==> config.mk <==
export PLATFORM = sky130hd
export DESIGN_NAME = semaphore_key_lookup_or_create_top
export DESIGN_NICKNAME = d
export VERILOG_FILES = /design/src/hdl/skl_pkg.sv /design/src/hdl/semaphore_key_lookup_or_create_top.sv /design/src/hdl/skl_ram.sv /design/src/hdl/skl_scan.sv
export SDC_FILE = /design/constraint.sdc
export NUM_CORES = 2
export LEC_CHECK = 0
export BUFFER_PORTS_ARGS = -buffer_cell sky130_fd_sc_hd__clkbuf_2
export CORE_AREA = 2 2 370 372
export DETAILED_ROUTE_END_ITERATION = 10
export DIE_AREA = 0 0 372 374
export PLACE_DENSITY = 0.79
export SYNTH_ARGS = -nofsm -noshare
export SYNTH_HDL_FRONTEND = slang
export SYNTH_HIERARCHICAL = 1
export SYNTH_SLANG_ARGS = --single-unit
==> constraint.sdc <==
create_clock -name clk -period 4.74 [get_ports clk]
set_clock_uncertainty 0.05 [all_clocks]
set_input_delay 0.711 -clock clk [delete_from_list [all_inputs] [get_ports clk]]
set_output_delay 0.711 -clock clk [all_outputs]
set_load 0.02 [all_outputs]
==> src/hdl/skl_pkg.sv <==
`default_nettype none

package skl_pkg;

  // Sequencer states of the lookup-or-create engine.
  typedef enum logic [2:0] {
    ST_IDLE,
    ST_SCAN,
    ST_READ,
    ST_WRITE,
    ST_OUT
  } skl_state_t;

  // Status handed from the slot scanner to the sequencer.
  typedef struct packed {
    logic done;
    logic hit;
    logic have_free;
  } skl_scan_stat_t;

  localparam int USERS_BITS = 8;
  localparam logic [USERS_BITS-1:0] USERS_MAX = 8'd255;
  localparam logic [USERS_BITS-1:0] USERS_FIRST = 8'd1;

endpackage

`default_nettype wire

==> src/hdl/semaphore_key_lookup_or_create_top.sv <==
`default_nettype none

// Channel   Direction  Handshake              Payload
// request   in         in_valid / in_ready    request_key, process_number
// result    out        out_valid / out_ready  success, slot_index, newly_created
//
// A request scans every slot when no active slot holds its key, and stops
// early when a match turns up; the single key comparator steps one slot per
// cycle through the key memory.
// Reset clears the slot active bits and the membership row valid bits at once.
// A finished result waits in the output register while the next request is
// accepted; the engine stalls only if a second result is ready before then.

module semaphore_key_lookup_or_create_top
  import skl_pkg::*;
#(
  parameter int SLOT_COUNT = 64,
  parameter int PROCESS_COUNT = 64,
  parameter int KEY_BITS = 32
) (
  input  wire logic        clk,
  input  wire logic        rst,
  input  wire logic        in_valid,
  output logic             in_ready,
  input  wire logic [31:0] request_key,
  input  wire logic [5:0]  process_number,
  output logic             out_valid,
  input  wire logic        out_ready,
  output logic             success,
  output logic [5:0]       slot_index,
  output logic             newly_created
);

  localparam int SLOT_W = (SLOT_COUNT > 1) ? $clog2(SLOT_COUNT) : 1;
  localparam int PROC_W = (PROCESS_COUNT > 1) ? $clog2(PROCESS_COUNT) : 1;

  skl_state_t state, state_next;

  // Request registers, loaded when a request is accepted.
  logic [KEY_BITS-1:0] req_key;
  logic [PROC_W-1:0]   req_proc;
  logic                req_proc_ok;

  // Outcome of the current request.
  logic [SLOT_W-1:0]   slot;
  logic                create;
  logic                res_success;

  // The active bits and membership row valid bits live in flip-flops so that
  // reset can clear them all together.
  logic [SLOT_COUNT-1:0]    slot_active;
  logic [PROCESS_COUNT-1:0] row_valid;

  logic                in_fire;
  logic                out_free;
  logic [63:0]         key_ext;
  logic [8:0]          proc_ext;

  logic                   scan_start;
  logic [SLOT_W-1:0]      scan_addr;
  logic [SLOT_W-1:0]      scan_idx;
  skl_scan_stat_t         scan_stat;
  logic [KEY_BITS-1:0]    key_q;

  logic [USERS_BITS-1:0]  users_q;
  logic [USERS_BITS-1:0]  users_next;
  logic [SLOT_COUNT-1:0]  row_q;
  logic [SLOT_COUNT-1:0]  row_next;
  logic                   wr_phase;
  logic                   key_wr;
  logic                   row_wr;
  logic [7:0]             slot_ext;

  assign in_ready = (state == ST_IDLE);
  assign in_fire  = in_valid && in_ready;
  assign out_free = !out_valid || out_ready;

  // Only the low KEY_BITS of the request key take part in the lookup.
  assign key_ext  = {32'd0, request_key};
  assign proc_ext = 9'(process_number);

  assign scan_start = in_fire;

  skl_scan #(
    .SLOT_COUNT (SLOT_COUNT),
    .KEY_BITS   (KEY_BITS),
    .SLOT_W     (SLOT_W)
  ) u_scan (
    .clk     (clk),
    .rst     (rst),
    .start   (scan_start),
    .key     (req_key),
    .active  (slot_active),
    .rd_key  (key_q),
    .rd_addr (scan_addr),
    .res_idx (scan_idx),
    .stat    (scan_stat)
  );

  // Stored keys; read by the scanner, written when a slot is claimed.
  assign wr_phase = (state == ST_WRITE);
  assign key_wr   = wr_phase && create;

  skl_ram #(
    .DEPTH (SLOT_COUNT),
    .WIDTH (KEY_BITS),
    .AW    (SLOT_W)
  ) u_key_ram (
    .clk     (clk),
    .wr_en   (key_wr),
    .wr_addr (slot),
    .wr_data (req_key),
    .rd_addr (scan_addr),
    .rd_data (key_q)
  );

  // User counts per slot, read in the read phase and written back once.
  // A freshly claimed slot starts from zero, so its first count is one.
  always_comb begin
    if (create) begin
      users_next = USERS_FIRST;
    end else if (users_q == USERS_MAX) begin
      users_next = USERS_MAX;
    end else begin
      users_next = users_q + USERS_BITS'(1);
    end
  end

  skl_ram #(
    .DEPTH (SLOT_COUNT),
    .WIDTH (USERS_BITS),
    .AW    (SLOT_W)
  ) u_users_ram (
    .clk     (clk),
    .wr_en   (wr_phase),
    .wr_addr (slot),
    .wr_data (users_next),
    .rd_addr (slot),
    .rd_data (users_q)
  );

  // Membership bitmaps, one row per process. A row never written reads as
  // zero through its valid bit.
  assign row_wr   = wr_phase && req_proc_ok;
  assign row_next = (row_valid[req_proc] ? row_q : '0) | (SLOT_COUNT'(1) << slot);

  skl_ram #(
    .DEPTH (PROCESS_COUNT),
    .WIDTH (SLOT_COUNT),
    .AW    (PROC_W)
  ) u_member_ram (
    .clk     (clk),
    .wr_en   (row_wr),
    .wr_addr (req_proc),
    .wr_data (row_next),
    .rd_addr (req_proc),
    .rd_data (row_q)
  );

  // Sequencer: scan, read the slot's count and process row, write back, then
  // hand the result to the output register; a failed scan skips read and write.
  always_comb begin
    state_next = state;
    unique case (state)
      ST_IDLE: begin
        if (in_fire) begin
          state_next = ST_SCAN;
        end
      end
      ST_SCAN: begin
        if (scan_stat.done) begin
          if (scan_stat.hit || scan_stat.have_free) begin
            state_next = ST_READ;
          end else begin
            state_next = ST_OUT;
          end
        end
      end
      ST_READ: begin
        state_next = ST_WRITE;
      end
      ST_WRITE: begin
        state_next = ST_OUT;
      end
      ST_OUT: begin
        if (out_free) begin
          state_next = ST_IDLE;
        end
      end
      default: begin
        state_next = ST_IDLE;
      end
    endcase
  end

  always_ff @(posedge clk) begin
    if (rst) begin
      state <= ST_IDLE;
    end else begin
      state <= state_next;
    end
  end

  // Request capture and the outcome of the scan.
  always_ff @(posedge clk) begin
    if (in_fire) begin
      req_key     <= key_ext[KEY_BITS-1:0];
      req_proc    <= proc_ext[PROC_W-1:0];
      req_proc_ok <= (proc_ext < 9'(PROCESS_COUNT));
    end
    if (state == ST_SCAN && scan_stat.done) begin
      slot        <= scan_idx;
      create      <= !scan_stat.hit && scan_stat.have_free;
      res_success <= scan_stat.hit || scan_stat.have_free;
    end
  end

  always_ff @(posedge clk) begin
    if (rst) begin
      slot_active <= '0;
      row_valid   <= '0;
    end else if (wr_phase) begin
      if (create) begin
        slot_active[slot] <= 1'b1;
      end
      if (req_proc_ok) begin
        row_valid[req_proc] <= 1'b1;
      end
    end
  end

  // Output register. A failed request reports slot zero and no creation.
  assign slot_ext = 8'(slot);

  always_ff @(posedge clk) begin
    if (rst) begin
      out_valid <= 1'b0;
    end else if (state == ST_OUT && out_free) begin
      out_valid <= 1'b1;
    end else if (out_ready) begin
      out_valid <= 1'b0;
    end
  end

  always_ff @(posedge clk) begin
    if (state == ST_OUT && out_free) begin
      success       <= res_success;
      slot_index    <= res_success ? slot_ext[5:0] : 6'd0;
      newly_created <= res_success && create;
    end
  end

  // The scanner only finishes while the sequencer waits for it.
  assert property (@(posedge clk) disable iff (rst)
    scan_stat.done |-> state == ST_SCAN)
    else $error("scan finished outside the scan phase");

  // A successful result always names a slot that is active by then.
  assert property (@(posedge clk) disable iff (rst)
    (state == ST_OUT && res_success) |-> slot_active[slot])
    else $error("result slot is not active");

  // A request only fails when every slot is taken.
  assert property (@(posedge clk) disable iff (rst)
    (state == ST_OUT && !res_success) |-> &slot_active)
    else $error("request failed with a free slot left");

endmodule

`default_nettype wire

==> src/hdl/skl_ram.sv <==
`default_nettype none

module skl_ram #(
  parameter int DEPTH = 64,
  parameter int WIDTH = 32,
  parameter int AW = 6
) (
  input  wire logic             clk,
  input  wire logic             wr_en,
  input  wire logic [AW-1:0]    wr_addr,
  input  wire logic [WIDTH-1:0] wr_data,
  input  wire logic [AW-1:0]    rd_addr,
  output logic      [WIDTH-1:0] rd_data
);

  logic [WIDTH-1:0] mem [DEPTH];

  always_ff @(posedge clk) begin
    if (wr_en) begin
      mem[wr_addr] <= wr_data;
    end
    rd_data <= mem[rd_addr];
  end

endmodule

`default_nettype wire

==> src/hdl/skl_scan.sv <==
`default_nettype none

module skl_scan
  import skl_pkg::*;
#(
  parameter int SLOT_COUNT = 64,
  parameter int KEY_BITS = 32,
  parameter int SLOT_W = 6
) (
  input  wire logic                  clk,
  input  wire logic                  rst,
  input  wire logic                  start,
  input  wire logic [KEY_BITS-1:0]   key,
  input  wire logic [SLOT_COUNT-1:0] active,
  input  wire logic [KEY_BITS-1:0]   rd_key,
  output logic      [SLOT_W-1:0]     rd_addr,
  output logic      [SLOT_W-1:0]     res_idx,
  output skl_scan_stat_t             stat
);

  logic              busy;
  logic [SLOT_W:0]   issue_cnt;
  logic              cmp_valid;
  logic [SLOT_W-1:0] cmp_idx;
  logic              hit;
  logic              have_free;
  logic              done;
  logic              match;
  logic              last;

  assign rd_addr = issue_cnt[SLOT_W-1:0];
  assign match   = active[cmp_idx] && (rd_key == key);
  assign last    = (cmp_idx == SLOT_W'(SLOT_COUNT - 1));

  // One key compare per cycle; each key is read in the cycle before its compare.
  always_ff @(posedge clk) begin
    if (rst) begin
      busy      <= 1'b0;
      issue_cnt <= '0;
      cmp_valid <= 1'b0;
      hit       <= 1'b0;
      have_free <= 1'b0;
      done      <= 1'b0;
    end else if (start) begin
      busy      <= 1'b1;
      issue_cnt <= '0;
      cmp_valid <= 1'b0;
      hit       <= 1'b0;
      have_free <= 1'b0;
      done      <= 1'b0;
    end else if (busy && cmp_valid && (match || last)) begin
      // The first matching slot or the last slot ends the scan.
      busy      <= 1'b0;
      cmp_valid <= 1'b0;
      done      <= 1'b1;
      if (match) begin
        hit     <= 1'b1;
        res_idx <= cmp_idx;
      end else if (!active[cmp_idx] && !have_free) begin
        have_free <= 1'b1;
        res_idx   <= cmp_idx;
      end
    end else begin
      done <= 1'b0;
      if (busy) begin
        if (issue_cnt < (SLOT_W + 1)'(SLOT_COUNT)) begin
          cmp_valid <= 1'b1;
          cmp_idx   <= rd_addr;
          issue_cnt <= issue_cnt + (SLOT_W + 1)'(1);
        end else begin
          cmp_valid <= 1'b0;
        end
        if (cmp_valid && !active[cmp_idx] && !have_free) begin
          have_free <= 1'b1;
          res_idx   <= cmp_idx;
        end
      end
    end
  end

  assign stat = '{done: done, hit: hit, have_free: have_free};

endmodule

`default_nettype wire

Yosys cells after proc, flatten, opt, wreduce, memory -nomap -nowiden
Memories as Yosys holds them, arrays and structs flattened. A register that Yosys moved wholly into a read port is not among the register bits.
Cells that the tools add are included.
- flip-flop bits (word level): 140
- bits in writable memories: 2048
- bits of input ports: 42
- output and inout port bits: 10
- word-level logic and storage cells: 101
- memories: 1
- memory list (memory ; words ; bits a word ; read ports ; clocked after memory_dff ; write ports ; line ; RTL):
    u_key_ram.mem ; 64 ; 32 ; 1 ; 1 ; 1 ; skl_ram.sv:16 ; logic [WIDTH-1:0] mem [DEPTH];
- add/sub/neg operators: 1
- magnitude comparators: 4
- equality and inequality tests: 12
- multiplexer cells: 27
- bitwise operators: 4
- reduce and logical (&&, ||, !) cells: 34
- operators with widths (kind ; number):
    $or A64 B64 Y64 ; 1
    $eq A32 B32 Y1 ; 1
    $mux W6 ; 5
    $mux W1 ; 15
    $pmux W3 S5 ; 1
    $lt A6 B7 Y1 const B ; 2
    $logic_and A1 B1 Y1 ; 13
    $mux W3 ; 4
    $reduce_and A5 Y1 ; 2
    $reduce_bool A2 Y1 ; 4
    $add A7 B1 Y7 const B ; 1
    $lt A7 B7 Y1 const B ; 1
    $bmux W1 S6 ; 1
    $demux W1 S6 ; 1
    $eq A3 B2 Y1 const B ; 2
    $eq A6 B6 Y1 const B ; 1
    $ge A6 B1 Y1 const B ; 1
    $ne A2 B2 Y1 const B ; 3
    $reduce_and A3 Y1 ; 2
    $logic_not A1 Y1 ; 4
    $ne A2 B1 Y1 const B ; 2
    $reduce_and A2 Y1 ; 2
    $reduce_and A4 Y1 ; 1
    $eq A3 B1 Y1 const B ; 1
    7 further kinds ; 11

Logic depth before layout (Yosys ltp)
- depth after elaboration: 8
- depth in mapped cells: 12
- mapped depth without buffers: 8

Modules after synthesis
The synthesis kept the hierarchy.
- by module, submodules not included (module ; instances ; cells each ; area an instance (sq um)):
    skl_ram ; 1 ; 3324 ; 78515.3
    semaphore_key_lookup_or_create_top ; 1 ; 315 ; 3945.0
    skl_scan ; 1 ; 196 ; 1993.2

Worst setup path before layout
No wires, ideal clock.
- path type: register to register
- start point: reg state[1]
- end point: mem u_key_ram.mem[48][0], enable pin
- data arrival time: 3399 ps
- setup slack: 830 ps
- stages on the path, launching flop included: 7
- path through: dfxtp_1 buf_4 and4b_1 buf_6 nor2b_1 nand4b_1 nor3_1
- word-level cells in the longest chain between the ends: 4
- RTL lines (element ; line ; RTL):
    start, declared ; semaphore_key_lookup_or_create_top.sv:37 ; skl_state_t state, state_next;
    start signal, assigned ; semaphore_key_lookup_or_create_top.sv:200 ; state <= state_next;
    $eq A3 B2 Y1 ; semaphore_key_lookup_or_create_top.sv:101 ; assign wr_phase = (state == ST_WRITE);
    $logic_and A1 B1 Y1 ; semaphore_key_lookup_or_create_top.sv:102 ; assign key_wr = wr_phase && create;
    named net key_wr ; semaphore_key_lookup_or_create_top.sv:70 ; logic key_wr;
    $mux W1 ; skl_ram.sv:19 ; if (wr_en) begin
    $mux W1 (not written as such) ; skl_ram.sv:20 ; mem[wr_addr] <= wr_data;
    end, declared ; skl_ram.sv:16 ;
The timed path passes the listed nets, and every way through them passes these cells.

Final worst setup path
- start point: reg u_scan.cmp_idx[1]
- end point: reg u_scan.cmp_idx[1], enable pin
- word-level cells in the longest chain between the ends: 7
- elaborated cells on any way between the ends: 8
- RTL lines (element ; line ; RTL):
    start, declared ; skl_scan.sv:24 ; logic [SLOT_W-1:0] cmp_idx;
    start signal, assigned ; skl_scan.sv:68 ; cmp_idx <= rd_addr;
    $bmux W1 S6 ; skl_scan.sv:32 ; assign match = active[cmp_idx] && (rd_key == key);
    $mux W1 (not written as such) ; skl_scan.sv:32 ;
    $logic_and A1 B1 Y1 ; skl_scan.sv:32 ;
    $logic_or A1 B1 Y1 * ; skl_scan.sv:51 ; end else if (busy && cmp_valid && (match || last)) begin
    $logic_and A1 B1 Y1 * ; skl_scan.sv:51 ;
    $not A1 Y1 (no line) * ; -- ;
    $reduce_and A5 Y1 (no line) * ; -- ;
Every way passes the cells marked *; elsewhere a longest branch is shown, timed or not. The select of a mux whose other input is x is not followed.
A chain may end at the register's enable or synchronous reset.

==> results.ini <==
[status]
status = finished, final reports clean

[die]
start_util = 0.6258
die-area_um2 = 139100
fp-row-count = 135
ios = 52
coreArea_um2 = 135000
die_w_um = 372
die_h_um = 374

[yosys]
synthDominantCellAreaShare = 0.7495
synth_nets = 3878
synth_area_leader_cell = edfxtp_1
syn_area_um2 = 84450
ys_warn_count = 6
netlist_top_cells_count = edfxtp_1, mux4_2, nor2_1
syn_inst = 3835
yosysSeqAreaShare = 0.7761
ys_types = 61
synth.most_common_cell = edfxtp_1
synth_edf_count = 2108
synth_top_flop_cell = edfxtp_1
async_reset_ff_frac = 0
syn_area_per_cell_um2 = 22.02
netlist_top_cells_area = edfxtp_1, mux4_2, dfxtp_1
ys_ff_latch = 2220

[finish]
syn_to_final_growth_pct = 11.79
final_cell_area_um2 = 94410
drive_gt1_frac = 0.2693
fin_cells = 6007
fin_util = 0.6995
nets = 4099

[sta]
report.final.setup_viol = 0
clock.fmax_ghz = 0.2692
fin_crit_ns = 3.715
worst_pin_slew_ns = 1.147
max_slew_margin = 0.2294
tns_ns = 0
timing_hold_violations_final = 0
fin_crit_sh = 0.7837
rsz0062_at_grt = false
maxSlewViolCount = 0

[power]
p_per_area_nw_per_um2 = 420.0
power_frac_seq = 0.551
power_leakage_nw = 28.64
internal_power_mw = 31.14
p_switching_mw = 8.504
p_comb_frac = 0.050
p_clk_frac = 0.399
sw_frac_of_total = 0.2145
ir_drop_mv = 0.4262

[place]
dp_hpwl_um = 112800
gp_congestion = 0.8965
dpl_cell_area_um2 = 87860
portBuffers = 45
dp.cells = 5618

[global_route]
antenna_found_initial = 6
grt_pass1_wl_um = 308500
grt_max_degree = 121
globalRouteOverflowTotal = 0
grt_pass1_vias = 43490
grtUsageTotal = 0.3173

[min_path]
hold_class = in2reg

[cts]
root_buffer = clkbuf_16
cts_resized = 0
cts_tree = yes
cts-buffers-inserted = 202
cts-htree-levels = 4
worstSkewPairLatency_ns = 0.85
cts_sinks = 2220
clk_pin_slew_ns = 0.06
clock_path_buffers = 3

[routing]
firstDrtPassIters = 5
vias = 42540
wl_per_cell_um = 36.18
antenna_left = 0
drc = 0
drt_iter0_markers = 7114
drt-total-wl_um = 217400
vias_per_cell = 7.082

[flow_run]
maxCapViolations = 0

[critical_path]
crit_path_end_kind = register
required_ns = 5.18
worstSetupStartpointType = register
crit_type = reg2reg
critPathMaxFanout = 14
arrival_ns = 4.15

==> worst max-delay path: stages, from the launching register on <==
cell and delay [ns]:
edfxtp_1 0.83, buf_4 0.34, mux4_2 0.53, mux2_2 0.27
nand3_1 0.09, nand4_2 0.18, nand4_2 0.14, nand3_2 0.22
nand2b_1 0.31, nor2_1 0.39
==> repair_timing <==
item | 4_1_cts | 5_1_grt
hold buffers | 15 | 0
setup buffers | 0 | 0
endpoints found under the hold margin | 15 | 0
==> power groups by stage <==
stage / Clock (mW) / Sequential (mW) / Combinational [mW]
finish: 15.8 / 21.8 / 1.99
CTS: 15.9 / 21.8 / 1.96
global route: 16.7 / 21.8 / 2.08
floorplan: 0 / 22.5 / 1.06
detailed placement: 0 / 22.2 / 1.91
global placement: 0 / 22.2 / 1.85
==> per-layer routing <==
metal,vias to the layer above,GRT usage,share of wire
li1,16530,-,-
met1,22150,0.4298,0.34
met2,3279,0.4932,0.48
met3,577,0.07683,0.13
met4,8,0.1505,0.051
met5,-,0,0.00023
==> metrics by stage <==
step / worst slack [ns] / power (mW) / hold slack (ns)
final: 1.025 / 39.65 / 0.04745
after global routing: 0.8216 / 40.55 / 0.01874
after CTS: 1.059 / 39.74 / 0.004161
after detailed placement: 1.070 / 24.15 / 0.3556
after global placement: 1.151 / 24.09 / 0.3525
after floorplan: 0.8303 / 23.52 / 0.3503
==> kinds of logic (layout without fill, tap and decap cells) <==
group,after synthesis,in the layout,share of synthesized area
buffers and inverters,282,672,0.01593
other,0,1,0
XOR/XNOR,32,32,0.003319
adder cells (fa/ha/maj),1,1,0.0001481
AO/OA/AOI/OAI,292,292,0.02242
multiplexers,664,664,0.1610
flip-flops,2220,2220,0.7761
AND/OR/NAND/NOR,344,344,0.02110
==> final timing paths <==
check                                        from                 to  slack [ns]  cells after the start
worst max register to register  u_scan/cmp_idx[1]  u_scan/cmp_idx[1]        1.03                      9
worst min register to register  u_scan/res_idx[1]            slot[1]        0.37                      0
worst min-delay path              request_key[24]        req_key[24]        0.05                      1
worst max-delay path            u_scan/cmp_idx[1]  u_scan/cmp_idx[1]        1.03                      9
==> state kept, by name, summed over array words and instances (netlist names), 3 cells and up <==
| name | flops |
|---|---|
| u_scan/issue_cnt | 7 |
| u_key_ram/mem | 2048 |
| slot | 6 |
| u_scan/cmp_idx | 6 |
| req_key | 32 |
| state | 3 |
| slot_index | 6 |
| u_key_ram/rd_data | 32 |
| slot_active | 64 |
| u_scan/res_idx | 6 |
==> layout by cell type (no fill, tap or decap), drive strengths merged, types with 12 or more instances in the layout <==
| cell type | n |
|---|---|
| edfxtp | 2108 |
| inv | 71 |
| clkinv | 84 |
| nand4 | 12 |
| dlygate4sd3 | 15 |
| nor2b | 22 |
| o22ai | 148 |
| mux2i | 106 |
| nand3b | 12 |
| a22oi | 12 |
| dfxtp | 112 |
| a21oi | 70 |
| nor3 | 15 |
| mux4 | 554 |
| buf | 172 |
| o221ai | 27 |
| nand3 | 15 |
| xor2 | 32 |
| nand2 | 49 |
| nor2 | 153 |
| nand2b | 12 |
| clkbuf | 316 |
==> layout make-up <==
type	instances	area (µm²)
fill	7290	40550
timing repair buffer	232	1929
clock buffer	271	5446
inverter	67	251.5
multi-input combinational	1333	18040
tap	1781	2228
antenna	1	2.502
sequential	2220	65560
clock inverter	102	952.2
Power figures use the tool's default switching activity.
